$ cat config.mk
export PLATFORM = sky130hd
export DESIGN_NAME = infix_expression_evaluator
export DESIGN_NICKNAME = d
export VERILOG_FILES = /design/src/rtl/core/iee_pkg.sv /design/src/rtl/core/iee_dpath.sv /design/src/rtl/core/iee_ctrl.sv /design/src/rtl/core/infix_expression_evaluator.sv
export SDC_FILE = /design/constraint.sdc
export NUM_CORES = 2
export LEC_CHECK = 0
export ABC_AREA = 0
export BUFFER_PORTS_ARGS = -buffer_cell sky130_fd_sc_hd__buf_4
export CORE_ASPECT_RATIO = 1.1
export CORE_UTILIZATION = 55
export CTS_BUF_LIST = sky130_fd_sc_hd__clkbuf_8 sky130_fd_sc_hd__clkbuf_16
export DETAILED_ROUTE_END_ITERATION = 10
export PLACE_DENSITY = 0.82
export SYNTH_ARGS = -nofsm -noshare
export SYNTH_HDL_FRONTEND = slang
export SYNTH_SLANG_ARGS = --single-unit
$ cat constraint.sdc
create_clock -name clk -period 6.5 [get_ports clk]
set_input_delay 0.325 -clock clk [delete_from_list [all_inputs] [get_ports clk]]
set_output_delay 0.325 -clock clk [all_outputs]
set_load 0.005 [all_outputs]
$ cat src/rtl/core/iee_pkg.sv
`default_nettype none

package iee_pkg;

  // width of the arithmetic words
  localparam int unsigned WordW = 32;
  localparam int unsigned CharW = 8;
  localparam int unsigned DivCntW = $clog2(WordW);

  // character codes
  localparam logic [CharW-1:0] CH_ZERO  = 8'h30;
  localparam logic [CharW-1:0] CH_NINE  = 8'h39;
  localparam logic [CharW-1:0] CH_SPACE = 8'h20;
  localparam logic [CharW-1:0] CH_PLUS  = 8'h2b;
  localparam logic [CharW-1:0] CH_MINUS = 8'h2d;
  localparam logic [CharW-1:0] CH_STAR  = 8'h2a;
  localparam logic [CharW-1:0] CH_SLASH = 8'h2f;

  // pending operator codes
  typedef enum logic [2:0] {
    OP_PLUS  = 3'd0,
    OP_MINUS = 3'd1,
    OP_TIMES = 3'd2,
    OP_DIV   = 3'd3,
    OP_DROP  = 3'd4
  } op_t;

  // commands from controller to datapath
  typedef struct packed {
    logic accept;    // input transfer, latch item and extend number
    logic apply;     // apply pending operator (or start division)
    logic div_step;  // one restoring division step
    logic div_wb;    // write signed quotient and commit operator
    logic finish;    // load output register and clear state
  } dp_cmd_t;

  // status from datapath to controller
  typedef struct packed {
    logic needs_apply; // incoming item is neither digit nor space, or is the last one
    logic div_needed;  // pending divide with nonzero divisor
    logic last;        // latched item was the last one
    logic div_last;    // final division step this cycle
    logic out_free;    // output register can take a result
  } dp_stat_t;

  // map a character onto the operator it stands for
  function automatic op_t op_of_char(input logic [CharW-1:0] c);
    op_t op;
    unique case (c)
      CH_PLUS:  op = OP_PLUS;
      CH_MINUS: op = OP_MINUS;
      CH_STAR:  op = OP_TIMES;
      CH_SLASH: op = OP_DIV;
      default:  op = OP_DROP;
    endcase
    return op;
  endfunction

endpackage

`default_nettype wire

$ cat src/rtl/core/iee_dpath.sv
`default_nettype none

module iee_dpath (
  input  wire logic                       clk,
  input  wire logic                       rst_n,
  input  wire iee_pkg::dp_cmd_t           cmd,
  output iee_pkg::dp_stat_t               stat,
  input  wire logic [iee_pkg::CharW-1:0]  in_char,
  input  wire logic                       in_last,
  output logic                            out_tvalid,
  input  wire logic                       out_tready,
  output logic [iee_pkg::WordW-1:0]       out_tdata,
  output logic                            out_tuser
);

  localparam int unsigned W = iee_pkg::WordW;

  // expression state
  logic [W-1:0]                 sum_r, sum_nxt;
  logic [W-1:0]                 term_r, term_nxt;
  logic [W-1:0]                 cur_r, cur_nxt;
  iee_pkg::op_t                 pend_r, pend_nxt;
  logic                         err_r, err_nxt;
  logic [iee_pkg::CharW-1:0]    char_r;
  logic                         last_r;

  // divider state
  logic [W-1:0]                 rem_r, rem_nxt;
  logic [W-1:0]                 quo_r, quo_nxt;
  logic [W-1:0]                 dvs_r, dvs_nxt;
  logic [iee_pkg::DivCntW-1:0]  cnt_r, cnt_nxt;
  logic                         qneg_r, qneg_nxt;

  // output register
  logic                         oval_r, oval_nxt;
  logic [W-1:0]                 odata_r;
  logic                         ouser_r;

  logic                         in_digit;
  logic [W-1:0]                 cur_ext;
  logic [W-1:0]                 prod_lo;
  logic [W:0]                   trial;
  logic [W-1:0]                 mag_a, mag_b;

  // incoming character classification and decimal shift
  assign in_digit = (in_char >= iee_pkg::CH_ZERO) && (in_char <= iee_pkg::CH_NINE);
  assign cur_ext  = (cur_r << 3) + (cur_r << 1) + {{(W-4){1'b0}}, in_char[3:0]};

  // low word of the product of open term and number
  assign prod_lo = term_r * cur_r;

  // divider operand magnitudes and trial subtract
  assign mag_a = term_r[W-1] ? (~term_r + 1'b1) : term_r;
  assign mag_b = cur_r[W-1]  ? (~cur_r + 1'b1)  : cur_r;
  assign trial = {rem_r, quo_r[W-1]} - {1'b0, dvs_r};

  // status toward controller
  assign stat.needs_apply = (!in_digit && (in_char != iee_pkg::CH_SPACE)) || in_last;
  assign stat.div_needed  = (pend_r == iee_pkg::OP_DIV) && (cur_r != '0);
  assign stat.last        = last_r;
  assign stat.div_last    = (cnt_r == {iee_pkg::DivCntW{1'b1}});
  assign stat.out_free    = !oval_r || out_tready;

  // next state of expression and divider
  always_comb begin
    sum_nxt  = sum_r;
    term_nxt = term_r;
    cur_nxt  = cur_r;
    pend_nxt = pend_r;
    err_nxt  = err_r;
    rem_nxt  = rem_r;
    quo_nxt  = quo_r;
    dvs_nxt  = dvs_r;
    cnt_nxt  = cnt_r;
    qneg_nxt = qneg_r;
    oval_nxt = oval_r;

    if (oval_r && out_tready) begin
      oval_nxt = 1'b0;
    end

    if (cmd.accept && in_digit) begin
      cur_nxt = cur_ext;
    end

    if (cmd.apply) begin
      if (stat.div_needed) begin
        // load divider with magnitudes
        rem_nxt  = '0;
        quo_nxt  = mag_a;
        dvs_nxt  = mag_b;
        cnt_nxt  = '0;
        qneg_nxt = term_r[W-1] ^ cur_r[W-1];
      end else begin
        case (pend_r)
          iee_pkg::OP_PLUS: begin
            sum_nxt  = sum_r + term_r;
            term_nxt = cur_r;
          end
          iee_pkg::OP_MINUS: begin
            sum_nxt  = sum_r + term_r;
            term_nxt = ~cur_r + 1'b1;
          end
          iee_pkg::OP_TIMES: term_nxt = prod_lo;
          iee_pkg::OP_DIV: begin
            // division by zero
            term_nxt = '0;
            err_nxt  = 1'b1;
          end
          default: ;
        endcase
        pend_nxt = iee_pkg::op_of_char(char_r);
        cur_nxt  = '0;
      end
    end

    // one restoring step
    if (cmd.div_step) begin
      cnt_nxt = cnt_r + 1'b1;
      if (!trial[W]) begin
        rem_nxt = trial[W-1:0];
        quo_nxt = {quo_r[W-2:0], 1'b1};
      end else begin
        rem_nxt = {rem_r[W-2:0], quo_r[W-1]};
        quo_nxt = {quo_r[W-2:0], 1'b0};
      end
    end

    if (cmd.div_wb) begin
      term_nxt = qneg_r ? (~quo_r + 1'b1) : quo_r;
      pend_nxt = iee_pkg::op_of_char(char_r);
      cur_nxt  = '0;
    end

    if (cmd.finish) begin
      oval_nxt = 1'b1;
      sum_nxt  = '0;
      term_nxt = '0;
      cur_nxt  = '0;
      pend_nxt = iee_pkg::OP_PLUS;
      err_nxt  = 1'b0;
    end
  end

  // state registers
  always_ff @(posedge clk) begin
    if (!rst_n) begin
      sum_r  <= '0;
      term_r <= '0;
      cur_r  <= '0;
      pend_r <= iee_pkg::OP_PLUS;
      err_r  <= 1'b0;
      oval_r <= 1'b0;
      cnt_r  <= '0;
    end else begin
      sum_r  <= sum_nxt;
      term_r <= term_nxt;
      cur_r  <= cur_nxt;
      pend_r <= pend_nxt;
      err_r  <= err_nxt;
      oval_r <= oval_nxt;
      cnt_r  <= cnt_nxt;
    end
  end

  // payload registers
  always_ff @(posedge clk) begin
    rem_r  <= rem_nxt;
    quo_r  <= quo_nxt;
    dvs_r  <= dvs_nxt;
    qneg_r <= qneg_nxt;
    if (cmd.accept) begin
      char_r <= in_char;
      last_r <= in_last;
    end
    if (cmd.finish) begin
      odata_r <= sum_r + term_r;
      ouser_r <= err_r;
    end
  end

  assign out_tvalid = oval_r;
  assign out_tdata  = odata_r;
  assign out_tuser  = ouser_r;

`ifndef NO_ASSERTIONS
  a_finish_free: assert property (@(posedge clk) disable iff (!rst_n)
    cmd.finish |-> (!oval_r || out_tready))
    else $error("result loaded while output register still holds one");

  a_div_nonzero: assert property (@(posedge clk) disable iff (!rst_n)
    cmd.div_step |-> (dvs_r != '0))
    else $error("division step with zero divisor");

  a_rem_bound: assert property (@(posedge clk) disable iff (!rst_n)
    cmd.div_step |-> (rem_r < dvs_r))
    else $error("partial remainder not below divisor");

  a_clear: assert property (@(posedge clk) disable iff (!rst_n)
    cmd.finish |=> (sum_r == '0 && term_r == '0 && !err_r && pend_r == iee_pkg::OP_PLUS))
    else $error("expression state not cleared after result");
`endif

endmodule

`default_nettype wire

$ cat src/rtl/core/iee_ctrl.sv
`default_nettype none

module iee_ctrl (
  input  wire logic              clk,
  input  wire logic              rst_n,
  input  wire logic              in_tvalid,
  output logic                   in_tready,
  input  wire iee_pkg::dp_stat_t stat,
  output iee_pkg::dp_cmd_t       cmd
);

  typedef enum logic [4:0] {
    S_IDLE  = 5'b00001,
    S_APPLY = 5'b00010,
    S_DIV   = 5'b00100,
    S_DWB   = 5'b01000,
    S_FIN   = 5'b10000
  } state_t;

  state_t state_r, state_nxt;
  logic   xfer;

  assign in_tready = (state_r == S_IDLE);
  assign xfer      = in_tvalid && in_tready;

  // sequencing and command decode
  always_comb begin
    state_nxt = state_r;
    cmd       = '0;
    unique case (state_r)
      S_IDLE: begin
        if (xfer) begin
          cmd.accept = 1'b1;
          if (stat.needs_apply) state_nxt = S_APPLY;
        end
      end
      S_APPLY: begin
        cmd.apply = 1'b1;
        if (stat.div_needed)  state_nxt = S_DIV;
        else if (stat.last)   state_nxt = S_FIN;
        else                  state_nxt = S_IDLE;
      end
      S_DIV: begin
        cmd.div_step = 1'b1;
        if (stat.div_last) state_nxt = S_DWB;
      end
      S_DWB: begin
        cmd.div_wb = 1'b1;
        state_nxt  = stat.last ? S_FIN : S_IDLE;
      end
      S_FIN: begin
        if (stat.out_free) begin
          cmd.finish = 1'b1;
          state_nxt  = S_IDLE;
        end
      end
      default: state_nxt = S_IDLE;
    endcase
  end

  always_ff @(posedge clk) begin
    if (!rst_n) begin
      state_r <= S_IDLE;
    end else begin
      state_r <= state_nxt;
    end
  end

`ifndef NO_ASSERTIONS
  a_div_from_apply: assert property (@(posedge clk) disable iff (!rst_n)
    (state_r == S_DIV && $past(state_r) != S_DIV) |-> $past(stat.div_needed))
    else $error("division entered without a nonzero divisor");

  a_fin_on_last: assert property (@(posedge clk) disable iff (!rst_n)
    (state_r == S_FIN) |-> stat.last)
    else $error("result stage reached for an item that is not last");

  a_one_cmd: assert property (@(posedge clk) disable iff (!rst_n)
    $onehot0(cmd))
    else $error("more than one datapath command at once");
`endif

endmodule

`default_nettype wire

$ cat src/rtl/core/infix_expression_evaluator.sv
// Digit or space that is not last: taken in S_IDLE, ready again next cycle.
// Operator or last character: S_APPLY follows; a divide with nonzero divisor goes
// on through load, 32 steps of the shared restoring divider and quotient write.
// Last character: S_FIN loads the output register once it is free; result appears
// on out_* the cycle after, held until taken. rst_n is synchronous, active low,
// and clears the expression state and the output valid flag.
`default_nettype none

module infix_expression_evaluator (
  input  wire logic                       clk,
  input  wire logic                       rst_n,
  input  wire logic                       in_tvalid,
  output logic                            in_tready,
  input  wire logic [7:0]                 in_tdata,   // [7:0] char_code
  input  wire logic                       in_tlast,   // last_char
  output logic                            out_tvalid,
  input  wire logic                       out_tready,
  output logic [iee_pkg::WordW-1:0]       out_tdata,  // [31:0] value
  output logic                            out_tuser   // [0] div_by_zero
);

  iee_pkg::dp_cmd_t  cmd;
  iee_pkg::dp_stat_t stat;

  // sequencer
  iee_ctrl u_ctrl (
    .clk       (clk),
    .rst_n     (rst_n),
    .in_tvalid (in_tvalid),
    .in_tready (in_tready),
    .stat      (stat),
    .cmd       (cmd)
  );

  // arithmetic and output register
  iee_dpath u_dpath (
    .clk        (clk),
    .rst_n      (rst_n),
    .cmd        (cmd),
    .stat       (stat),
    .in_char    (in_tdata),
    .in_last    (in_tlast),
    .out_tvalid (out_tvalid),
    .out_tready (out_tready),
    .out_tdata  (out_tdata),
    .out_tuser  (out_tuser)
  );

endmodule

`default_nettype wire

# [After elaboration in Yosys (flattened, before gate mapping)]
# Cells that the tools add are included.
[word_totals] ff_bits=250 latch_bits=0 ram_bits=0 rom_bits=0 input_bits=13 out_inout_bits=35 word_cells=121 memories=0
[classes] add_sub_neg=8 mul=1 div_mod_pow=0 n_lt_le_gt_ge=2 eq_ne=19 shift=0 muxes=41 n_bitwise=6 reduce_logical=27
[ops] operator="32-bit 2-to-1 mux" count=15
[ops] operator="32-bit case mux with 4 select lines" count=1
[ops] operator="32-bit by 1-bit adder with 32-bit output, second input constant" count=3
[ops] operator="32-bit inverter" count=3
[ops] operator="32-bit adder" count=2
[ops] operator="5-bit 2-to-1 mux" count=9
[ops] operator="33-bit by 32-bit subtractor with 33-bit output" count=1
[ops] operator="32-bit by 4-bit adder with 32-bit output" count=1
[ops] operator="8-bit by 6-bit equality test with 1-bit output, second input constant" count=4
[ops] operator="32-bit by 32-bit multiplier with 32-bit output" count=1
[ops] operator="32-bit nonzero test" count=1
[ops] operator="31-bit 2-to-1 mux" count=1
[ops] operator="5-bit case mux with 5 select lines" count=1
[ops] operator="3-bit case mux with 4 select lines" count=1
[ops] operator="5-bit equality test, second input constant" count=2
[ops] operator="1-bit 2-to-1 mux" count=10
[ops] operator="2-bit != test, second input constant" count=5
[ops] operator="3-bit 2-to-1 mux" count=3
[ops] operator="3-bit AND reduction" count=3
[ops] operator="8-bit by 6-bit >= comparator with 1-bit output, second input constant" count=1
[ops] operator="8-bit by 6-bit less-or-equal comparator with 1-bit output, second input constant" count=1
[ops] operator="8-bit by 6-bit != test with 1-bit output, second input constant" count=1
[ops] operator="2-bit nonzero test" count=4
[ops] operator="3-bit by 2-bit equality test with 1-bit output, second input constant" count=2
[ops] operator="other kinds (17)" count=28

# [Logic depth before layout (Yosys ltp)]
[depth] depth_word=8 ltp_mapped=28 mapped_depth_nobuf=26

# [Cells and area by module]
# A second synthesis with hierarchy kept.
[hier_totals] cells_unflattened=3709 hier_area_um2=32804.0
[by_module_without_submodules] module="iee_dpath" instances=1 cells_each=3667 area_per_inst_um2=32429.9 seq_area_each_um2=6296.0
[by_module_without_submodules] module="iee_ctrl" instances=1 cells_each=42 area_per_inst_um2=374.1 seq_area_each_um2=100.1

# [Least setup slack after synthesis]
# Ideal clock, no wire load.
[synth_timing] path_kind="reg-to-reg" from="reg u_dpath.cur_r[6]" to="reg u_dpath.term_r[31]" setup_time_ns=0.103 t_arrival_ns=6.937 t_required_ns=6.397 path_slack_ns=-0.540 stages_incl_launch_ff=26 path_buffers=3 synth_period_minus_slack_ns=7.040 cell_sequence="dfxtp_1 clkbuf_1 clkbuf_1 and2_1 fa_1 fa_1 fa_1 inv_1 fa_1 inv_1 fa_1 fa_1 fa_1 fa_1 ha_1 clkbuf_1 a21o_1 a21oi_1 o22ai_1 o21a_1 a31oi_1 o211ai_1 a41oi_1 xnor2_1 a21oi_1 a2111oi_2"
[synth_between] elab_chain_len=6 elab_cells_between_ends=11 cone_classes="1 x add/sub; 1 x mul; 1 x eq/ne; 4 x mux; 1 x bitwise; 3 x reduce/logical"
[synth_lines] element="from (decl)" line_no="iee_dpath.sv:21" text="logic [W-1:0] cur_r, cur_nxt;"
[synth_lines] element="from (signal assigned)" line_no="iee_dpath.sv:158" text="cur_r <= cur_nxt;"
[synth_lines] element="branches (longest 6 deep; another with 32-bit by 32-bit multiplier with 32-bit output)"
[synth_lines] element="to (signal assigned)" line_no="iee_dpath.sv:157" text="term_r <= term_nxt;"
[synth_lines] element="to (decl)" line_no="iee_dpath.sv:20" text="logic [W-1:0] term_r, term_nxt;"
# Parallel ways; which one is timed is not known. The select of a mux whose other input is x is not followed.
# A chain may end at the register's enable or synchronous reset.

# [Worst setup path after layout]
[layout_timing] from="reg u_dpath.cur_r[9]" to="reg u_dpath.term_r[31]"
# The elaborated chain is that of the path after synthesis.

==> impl_metrics.json <==
{
  "grt_pass1_wl_um": 157000,
  "ys.flop_type": "edfxtp_1",
  "slowest_stage": "fa_1",
  "htreeDepth": 1,
  "setup_viol": 18,
  "rr_worst_depth": 22,
  "grt_pass1_vias": 29410,
  "firstDrtPassIters": 8,
  "routed_wirelength_um": 100200,
  "min_period_ns": 6.875,
  "tightest_slew_ns": 1.251,
  "drc": 0,
  "initial_core_util_pct": 55.96,
  "clock-sinks": 250,
  "fill_cells": 4518,
  "period_share_pct": 105.8,
  "die_h_um": 258.7,
  "cpPeakStageDelay_ns": 0.59,
  "cts.path.max_buffers": 3,
  "synth_edf_count": 139,
  "cp_data_required_time_ns": 7.00,
  "path_class": "reg2reg",
  "rows": 93,
  "routed_via_density": 6.060,
  "cp_max_fo": 9,
  "yosysTopAreaCellShare_pct": 25.03,
  "nNetsFinal": 4611,
  "synthTopCellsByArea": "fa_1, edfxtp_1, ha_1, dfxtp_1, nand2_1",
  "worst_setup_path_end_kind": "flip-flop",
  "whs_ns": 0.03706,
  "drive_above_1_share_pct": 14.77,
  "ys_seq_area_share_pct": 19.41,
  "rr_endpoint": "u_dpath.term_r[31]",
  "drt_iter0_markers": 2797,
  "grt_util_all_layers_pct": 32.75,
  "reg2reg_slack_ns": -0.37,
  "power_density_nw_per_um2": 113.6,
  "postSynth.asyncResetShare_pct": 0,
  "cp-endpoint": "u_dpath.term_r[31]",
  "core_um2": 58880,
  "cp-startpoint": "u_dpath.cur_r[9]",
  "final.setup.worst_slack_ns": -0.3746,
  "syn_area_um2": 32950,
  "portBuffers": 47,
  "die_area_um2": 60890,
  "synth.ff_latch_count": 250,
  "crit_chain": "buf_4, buf_4, and2_1, fa_1, inv_1, fa_1, fa_1, fa_1, fa_1, fa_1, fa_1, fa_2, xnor2_2, xnor2_1, xnor2_1, xnor2_1, xnor2_1, xnor2_1, xnor2_1, xnor2_1, a21oi_2, a2111oi_2",
  "path_clk_slew_ns": 0.06,
  "violations": "setup timing",
  "clock_latency_ns": 0.61,
  "post-dp-hpwl_um": 76040,
  "p_leak_nw": 16.91,
  "ant_nets": 0,
  "start_kind": "flip-flop",
  "timing.final.max_slew_violations": 0,
  "ir_drop_mv": 0.1580,
  "max_cap_violations": 0,
  "yosysWarnings": 0,
  "fmax_mhz": 145.5,
  "hold_path.startpoint": "in_tdata[3]",
  "hold_viol": 0,
  "gp_congestion": 1.014,
  "yosysTopAreaCell": "fa_1",
  "finClkSkew_ns": 0.01686,
  "avgRoutedWirePerCell_um": 21.22,
  "num_io_pins": 48,
  "syn_to_final_growth_pct": 14.58,
  "synth_cells": 3778,
  "synth_fp_nets": 4452,
  "r2r_start": "u_dpath.cur_r[9]",
  "cts_root_buffer": "clkbuf_16",
  "vias": 28620,
  "die_x_um": 235.4,
  "antenna_found_initial": 3,
  "outcome": "finished, violations left",
  "syn_area_per_cell_um2": 8.721,
  "hold_depth": 1,
  "rsz0062_at_grt": "true",
  "cts_tree": "built",
  "fin_util_pct": 64.11,
  "cts_buffers": 30,
  "critical_path_arrival_ns": 7.37,
  "synth_cell_types": 73,
  "overflow": 0,
  "maxSlewHeadroom_pct": 16.54,
  "grt_max_degree": 119,
  "min_path_type": "in2reg",
  "post-place-ws_ns": -0.4595
}
critical path, delay by kind of cell (launching register included):
kind | cells | cell delay, ns
xor gates and xnor gates | 8 | 1.40
and+or+nand+nor | 1 | 0.18
adders and majority gates | 8 | 4.04
DFF | 1 | 0.38
buffers and inverters | 3 | 0.44
AOI/OAI and AO/OA | 2 | 0.32
Yosys cell counts, drive strengths merged, types with 6 or more instances:
library cell and number:
a211oi 25, o21bai 16, o311ai 6, nand2b 31, and2 314, inv 456
and3 21, o21a 21, nor2b 17, nand2 536, o41ai 17, o21ai 177
clkbuf 207, a21oi 192, xnor2 171, o221ai 11, or2 16, nor2 129
or3 44, buf 17, nand4 15, a22oi 8, nor3 57, dfxtp 111
nor4 9, or4 12, a21o 36, xor2 83, a31oi 16, nand3 61
ha 249, a2111oi 8, edfxtp 139, o31ai 26, a21boi 8, fa 412
o211ai 30, mux2i 9
stage by stage:
stage | std cells | area, µm² | TNS [ns] | total power, mW
after floorplan | 3778 | 33190 | -0.2089 | 2.147
after global placement | 4632 | 35720 | -2.928 | 2.455
after detailed placement | 4632 | 35720 | -4.231 | 2.463
after CTS | 4709 | 37280 | -2.205 | 4.239
after global routing | 4723 | 37750 | -7.048 | 4.381
final | 4723 | 37750 | -2.957 | 4.288
power breakdown:
part | switching, mW | total (mW) | leakage (nW) | internal, mW
logic | 0.473 | 0.731 | 14.2 | 0.258
clock network | 0.800 | 1.80 | 0.514 | 0.997
registers | 0.0556 | 1.76 | 2.15 | 1.70
state kept, by name (all words and copies together), names as in the netlist, 3 cells and up:
| register | count |
|---|---|
| u_dpath.rem_r | 32 |
| u_dpath.pend_r | 3 |
| u_dpath.term_r | 32 |
| u_dpath.dvs_r | 32 |
| u_dpath.cur_r | 32 |
| u_dpath.char_r | 8 |
| u_dpath.out_tdata | 32 |
| u_dpath.quo_r | 32 |
| u_dpath.sum_r | 32 |
| u_dpath.cnt_r | 5 |
| u_ctrl.state_r | 5 |
layer usage:
metal  vias up  GRT usage (%)  routed length, µm
li1      12680              -                  -
met1     13860          39.43              36470
met2      1591          54.27              46850
met3       486          7.360              10060
met4         4          18.59               6745
met5         -         0.5439                 67
cells in the final DEF, fill, tap and decap left out, types with 38 or more instances in the layout:
cell and instances:
a21oi_1 181, and2_1 299, buf_4 305, dfxtp_1 81
edfxtp_1 139, fa_1 391, ha_1 232, inv_1 450
nand2_1 532, nand3_1 59, nor2_1 122, nor3_1 54
o21ai_0 163, or3_1 38, xnor2_1 167, xor2_1 82
area by class of cell:
type | count | area (µm²) | area share [%]
Multi-Input combinational cell | 2848 | 24660 | 65.32
Sequential cell | 250 | 6459 | 17.11
Timing Repair Buffer | 351 | 2935 | 7.776
Inverter | 456 | 1714 | 4.541
Tap cell | 760 | 950.9 | 2.519
Clock buffer | 33 | 814.5 | 2.158
Clock inverter | 23 | 211.5 | 0.5601
Antenna cell | 2 | 5.005 | 0.01326
kinds of logic after synthesis:
family	after synthesis	synth area share, %
adders and majority gates	661	34.49
and+or+nand+nor	1278	19.04
muxes	10	0.3076
xor gates and xnor gates	254	6.752
DFF	250	19.41
AOI/OAI and AO/OA	645	12.25
buffers and inverters	680	7.751
repair_timing:
| item | 4_1_cts | 5_1_grt |
|---|---|---|
| setup endpoints to repair | 19 | 22 |
| hold buffers | 9 | 0 |
| pin swaps | 58 | 61 |
| buffers inserted | 13 | 15 |
| resized for setup | 97 | 103 |
| hold endpoints to repair | 9 | 0 |
worst min path at each step:
| stage | slack [ns] | endpoint |
|---|---|---|
| floorplan | 0.41 | u_dpath.out_tuser |
| detailed placement | 0.45 | u_dpath.sum_r[29] |
| finish | 0.04 | u_dpath.char_r[3] |
| global placement | 0.44 | u_dpath.sum_r[29] |
| CTS | 0.008 | u_dpath.char_r[3] |
| global route | 0.01 | u_dpath.char_r[3] |
Power figures use the tool's default switching activity.
